===== config.mk =====
export PLATFORM = sky130hd
export DESIGN_NAME = msm_div
export DESIGN_NICKNAME = d
export VERILOG_FILES = /design/src/msm_pkg.sv /design/src/msm_div.sv
export SDC_FILE = /design/constraint.sdc
export NUM_CORES = 1
export LEC_CHECK = 0
export BUFFER_PORTS_ARGS = -buffer_cell sky130_fd_sc_hd__buf_2
export CAP_MARGIN = 20
export CORE_ASPECT_RATIO = 1.5
export CORE_UTILIZATION = 55
export DETAILED_ROUTE_END_ITERATION = 7
export GPL_TIMING_DRIVEN = 0
export HOLD_SLACK_MARGIN = 0.05
export PLACE_DENSITY = 0.79
export SLEW_MARGIN = 0
export SYNTH_ARGS = -nofsm -noshare
export SYNTH_HDL_FRONTEND = slang
export SYNTH_SLANG_ARGS = --single-unit
export TNS_END_PERCENT = 50

===== constraint.sdc =====
create_clock -name clock -period 9.4 [get_ports clock]
set_input_delay 1.88 -clock clock [delete_from_list [all_inputs] [get_ports clock]]
set_output_delay 1.88 -clock clock [all_outputs]
set_load 0.01 [all_outputs]

===== src/msm_pkg.sv =====
// Shared types, codes and helpers for the multislice modularity scorer.
package msm_pkg;

   // Request operation codes.
   localparam logic [1:0] OP_LABEL  = 2'd0;
   localparam logic [1:0] OP_EDGE   = 2'd1;
   localparam logic [1:0] OP_FINISH = 2'd2;

   // Response status codes.
   localparam logic [1:0] STAT_OK    = 2'd0;
   localparam logic [1:0] STAT_RANGE = 2'd1;
   localparam logic [1:0] STAT_SELF  = 2'd2;
   localparam logic [1:0] STAT_SCORE = 2'd3;

   // Configuration register indexes.
   localparam logic [1:0] CSR_NODES    = 2'd0;
   localparam logic [1:0] CSR_SLICES   = 2'd1;
   localparam logic [1:0] CSR_GAMMA    = 2'd2;
   localparam logic [1:0] CSR_COUPLING = 2'd3;

   // Divider operand and counter widths.
   localparam int DIV_NW = 64;
   localparam int DIV_DW = 48;
   localparam int DIV_CW = 6;

   typedef enum logic [4:0] {
      S_CLEAR,
      S_IDLE,
      S_DECODE,
      S_LABEL,
      S_RD_A,
      S_RD_B,
      S_DEG_A,
      S_WR_A,
      S_DEG_B,
      S_WR_B,
      S_MUL_SS,
      S_MUL_N,
      S_MUL_W,
      S_COUP,
      S_SLICE,
      S_MUL_G,
      S_DIV_NEG,
      S_FINAL,
      S_ROUND,
      S_DIV_Q,
      S_DONE
   } state_type;

   typedef struct packed {
      logic                start;
      logic [DIV_NW-1:0]   dividend;
      logic [DIV_DW-1:0]   divisor;
   } div_ctrl_type;

   typedef struct packed {
      logic                done;
      logic [DIV_NW-1:0]   quotient;
   } div_stat_type;

   // Saturate a positive rounded magnitude into Q1.15; a negative one is negated, not clamped.
   function automatic logic [15:0] fix_score(input logic negative, input logic [15:0] mag);
      logic [15:0] res;
      if (!negative) begin
         res = (mag > 16'd32767) ? 16'd32767 : mag;
      end else begin
         res = 16'(17'h10000 - {1'b0, mag});
      end
      return res;
   endfunction

endpackage


===== src/msm_div.sv =====
// Restoring divider, one quotient bit per cycle, shared by all divisions of a score.
module msm_div (
   input  logic                  clock,
   input  logic                  reset,
   input  msm_pkg::div_ctrl_type ctrl,
   output msm_pkg::div_stat_type stat
);

   logic                          busy_ff;
   logic                          done_ff;
   logic [msm_pkg::DIV_CW-1:0]    cnt_ff;
   logic [msm_pkg::DIV_NW-1:0]    quo_ff;
   logic [msm_pkg::DIV_DW-1:0]    rem_ff;
   logic [msm_pkg::DIV_DW-1:0]    den_ff;
   logic [msm_pkg::DIV_DW:0]      trial;
   logic                          fit;

   // Shift in the next dividend bit and try the subtraction.
   always_comb begin
      trial = {rem_ff, quo_ff[msm_pkg::DIV_NW-1]};
      fit   = (trial >= {1'b0, den_ff});
   end

   // Control of the iteration.
   always_ff @(posedge clock) begin
      if (reset) begin
         busy_ff <= 1'b0;
         done_ff <= 1'b0;
         cnt_ff  <= '0;
      end else begin
         done_ff <= 1'b0;
         if (ctrl.start) begin
            busy_ff <= 1'b1;
            cnt_ff  <= '0;
         end else if (busy_ff) begin
            cnt_ff <= cnt_ff + 1'b1;
            if (cnt_ff == '1) begin
               busy_ff <= 1'b0;
               done_ff <= 1'b1;
            end
         end
      end
   end

   // Partial remainder and quotient; the quotient replaces the dividend bit by bit.
   always_ff @(posedge clock) begin
      if (ctrl.start) begin
         quo_ff <= ctrl.dividend;
         rem_ff <= '0;
         den_ff <= ctrl.divisor;
      end else if (busy_ff) begin
         rem_ff <= fit ? msm_pkg::DIV_DW'(trial - {1'b0, den_ff})
                       : trial[msm_pkg::DIV_DW-1:0];
         quo_ff <= {quo_ff[msm_pkg::DIV_NW-2:0], fit};
      end
   end

   assign stat.done     = done_ff;
   assign stat.quotient = quo_ff;

endmodule


Word level (Yosys, flattened, before mapping). Cells that the tools add are included.

Bits in registers: 168. Word-level logic and storage cells: 21. Output and inout port bits: 65. Input bits: 115.

Bitwise operators: 1. Multiplexer cells: 7. Reductions and logical operators: 3. Add/sub/neg operators: 2. Order comparisons: 1. Equality and inequality tests: 1.

Operators by type and width (number): 64-bit two-way mux (2); 49-bit by 48-bit greater-or-equal comparator with 1-bit output (1); 48-bit two-way mux (1); 48-bit subtractor (1); 6-bit by 1-bit adder with 6-bit output, second input constant (1); 6-bit == test, second input constant (1); 1-bit two-way mux (4); 3-bit OR reduction (1); 2-bit nonzero test (1); 2-bit OR reduction (1); 1-bit NOT (1).

Longest topological paths before layout.
Word-level depth: 4. Gate-level depth with buffers: 15. Mapped depth without buffers: 13.

Worst setup path before layout. OpenSTA, ideal clock, no wires.

Path kind: input -> register. From: in ctrl[112] (netlist bit). To: reg quo_ff[0] (netlist bit) (enable). Path slack: 5308 ps. Arrival: 3675 ps. Stages: 4. Path through: clkbuf_1 > nor2_1 > clkbuf_1 > inv_1.

Longest elaborated chain between the ends: 1.

Ends and longest elaborated chain: start: declaration (line msm_div.sv:5) `input msm_pkg::div_ctrl_type ctrl,`; 2-bit nonzero test (no source line); end signal: assignment (line msm_div.sv:48) `quo_ff <= ctrl.dividend;`; end signal: assignment (line msm_div.sv:54) `quo_ff <= {quo_ff[msm_pkg::DIV_NW-2:0], fit};`; end: declaration (line msm_div.sv:12) `logic [msm_pkg::DIV_NW-1:0] quo_ff;`.

Every way passes these cells. A chain may end at the register's enable or synchronous reset.

Final worst setup path.
From: in ctrl[112] (netlist bit). To: reg quo_ff[58] (netlist bit) (enable).

Same word-level chain as after synthesis.

==> results.py <==
metrics = {
    "die": {
        "initial_core_util_pct": 56.6,
        "die_w_um": 110,
        "pin_count": 180,
        "die_h_um": 163,
        "coreArea_um2": 16800,
        "num_rows": 58,
        "die_area_um2": 17900,
    },
    "placement": {
        "place_area_um2": 10700,
        "gp_congestion": 0.941,
        "hpwlAfterDp_mm": 18.6,
        "port_buffers": 179,
    },
    "grt": {
        "grt_max_degree": 46,
        "grt_overflow": 0,
        "grt_use_met3_pct": 9.06,
        "grt_usage_pct": 29.7,
        "grt.busiest_layer": "met2",
        "grt.met2_usage_pct": 53.7,
        "met1_usage_pct": 30.8,
        "grt_pass1_vias": 8327,
        "antenna_found_initial": 0,
        "grt_pass1_wl_mm": 40.4,
    },
    "min_path": {
        "hp-class": "flop to flop",
        "min-delay-start": "rem_ff[11]",
    },
    "clock_network": {
        "cts_sinks": 168,
        "root_buffer": "clkbuf_16",
        "clock_path_buffers": 2,
        "cts_setup_buffers": 0,
        "clkLatencyLatePin_ps": 450,
        "cts_inserted_buffers": 17,
        "cts_resized": 0,
        "postCtsHoldBufs": 0,
        "htreeDepth": 4,
        "tritoncts": "done",
        "clkTransAtPathRegs_ps": 70,
    },
    "detailed_routing": {
        "wl_per_cell_um": 18.6,
        "viasPerCell": 5.92,
        "first_pass_iters": 5,
        "dr_total_vias": 8083,
        "drcViolationCount": 0,
        "drtIter0Drc": 447,
        "routed_wl_mm": 25.4,
        "ant_nets": 0,
    },
    "final_layout": {
        "drive_gt1_share_pct": 25.6,
        "final_common_cell": "buf_2",
        "area_delta_synth_final_pct": 18.7,
        "fin_area_um2": 11300,
        "layout_common_cells": "buf_2, nand2_1, edfxtp_1",
        "final_util_pct": 67.2,
        "layout.nets": 1307,
        "num_antenna_cells": 0,
        "fill_cells": 1380,
    },
    "run": {
        "drv_cap": 0,
    },
    "pwr": {
        "ir_worst_vdd_v": 0.000207,
        "finalPower_uw": 2020,
        "power.leakage_uw": 0.00475,
        "p_per_area_nw_per_um2": 178,
    },
    "sta": {
        "setup_viol": 0,
        "fin_worst_skew_ps": 16.6,
        "fmax_mhz": 227,
        "rsz0062_at_grt": "false",
        "drv_slew": 0,
        "tightest_slew_ps": 773,
        "slew_headroom_pct": 48.5,
        "finalSetupTns_ps": 0,
        "finalHoldViolations": 0,
        "min_period_over_period_pct": 46.8,
        "post-route-min-period_ps": 4400,
    },
    "critical_path": {
        "rr_startpoint": "quo_ff[63]",
        "endpoint": "quo_ff[58]",
        "startpoint": "ctrl[112]",
        "r2r_end": "rem_ff[38]",
        "ff2ff_path_depth": 13,
        "cp-end-kind": "flop",
        "cp-start-kind": "input pin",
        "cp_max_fo": 45,
        "arrival_ps": 4510,
        "rrSetupSlack_ps": 5570,
        "cp.required_ps": 9520,
        "setup.worst_path.class": "input pin to flop",
    },
    "logic_synthesis": {
        "ys_ff_latch": 168,
        "syn_area_um2": 9530,
        "synth_edf_count": 112,
        "ys.flop_type": "edfxtp_1",
        "syn_area_per_cell_um2": 10.1,
        "synth_cell_types": 69,
        "synth_seq_area_share_pct": 47.0,
        "syn_nets": 1107,
        "yosys_warnings": 0,
        "synth_cells": 942,
        "async_flop_share_pct": 0,
    },
    "outcome": {
        "status": "finished, final reports clean",
    },
}
-- kinds of logic (layout without fill, tap and decap cells) --
| kind of cell | count (synthesis) | in the layout | share of synthesized area, % |
|---|---|---|---|
| compound gates | 224 | 224 | 16.0 |
| xor+xnor | 47 | 47 | 4.32 |
| mux | 75 | 75 | 8.73 |
| simple gates | 265 | 265 | 12.4 |
| fa+ha+maj | 50 | 50 | 6.64 |
| buf+inv | 113 | 326 | 4.86 |
| flops | 168 | 168 | 47.0 |
-- sequential cells by signal, summed over array words and instances, names as in the netlist --
register  cells
busy_ff       1
cnt_ff        6
den_ff       48
done_ff       1
quo_ff       64
rem_ff       48
-- where the power goes --
part           switching, µW  internal, µW
combinational            243           173
clock                    333           377
sequential              33.9           858
total                    610          1410
-- stage by stage --
stage | instances | setup WS [ps] | hold slack [ps]
after floorplan | 942 | 5310 | 442
after global placement | 1331 | 3180 | 457
after detailed placement | 1333 | 4490 | 463
after CTS | 1365 | 4960 | 472
after global routing | 1365 | 4850 | 487
final | 1365 | 5000 | 467
-- cell type report --
type,instances,area (µm²),share of cell area [%]
plain buffers,50,226,2.00
clock buffers,17,425,3.76
clock inverters,15,159,1.40
inverters,63,236,2.09
multi-input cells,661,4590,40.5
flip-flops and latches,168,4480,39.6
well taps,210,263,2.32
repair buffers,181,936,8.27
-- worst min-delay path by stage --
| stage | end | slack (ps) | cells past startpoint |
|---|---|---|---|
| after floorplan | rem_ff[1] | 440 | 2 |
| after global placement | rem_ff[2] | 460 | 2 |
| after detailed placement | rem_ff[11] | 460 | 2 |
| after CTS | rem_ff[11] | 470 | 2 |
| after global routing | rem_ff[11] | 490 | 2 |
| final | rem_ff[11] | 470 | 2 |
-- routing by layer --
layer	up-vias	part of all wire, %
li1	3827	-
met1	3850	37
met2	331	52
met3	75	7.3
met4	0	3.9
met5	-	0
-- critical path: stages --
cell,delay [ps]
buf_2,450
buf_12,270
clkbuf_1,430
nor2_1,230
clkbuf_1,400
inv_2,480
buf_12,290
-- synthesized netlist by cell type, drive strengths merged (5+ instances only) --
cell | instances | area [µm²]
a21o | 24 | 180
mux2 | 65 | 732
nor2b | 5 | 31.3
nor2 | 76 | 285
o21ai | 43 | 230
dfxtp | 56 | 1120
clkbuf | 37 | 139
ha | 49 | 613
o21bai | 8 | 63.8
xnor2 | 30 | 263
xor2 | 17 | 149
a211oi | 9 | 67.6
edfxtp | 112 | 3360
nand2b | 12 | 75.1
buf | 13 | 87.6
nor3b | 6 | 45.0
a311oi | 33 | 289
nand2 | 115 | 432
a21oi | 59 | 299
inv | 63 | 236
nand4 | 12 | 75.1
nor4 | 5 | 31.3
mux2i | 10 | 100
nand3 | 9 | 45.0
a31oi | 6 | 37.5
nor3 | 6 | 30.0
Power figures use the tool's default switching activity.
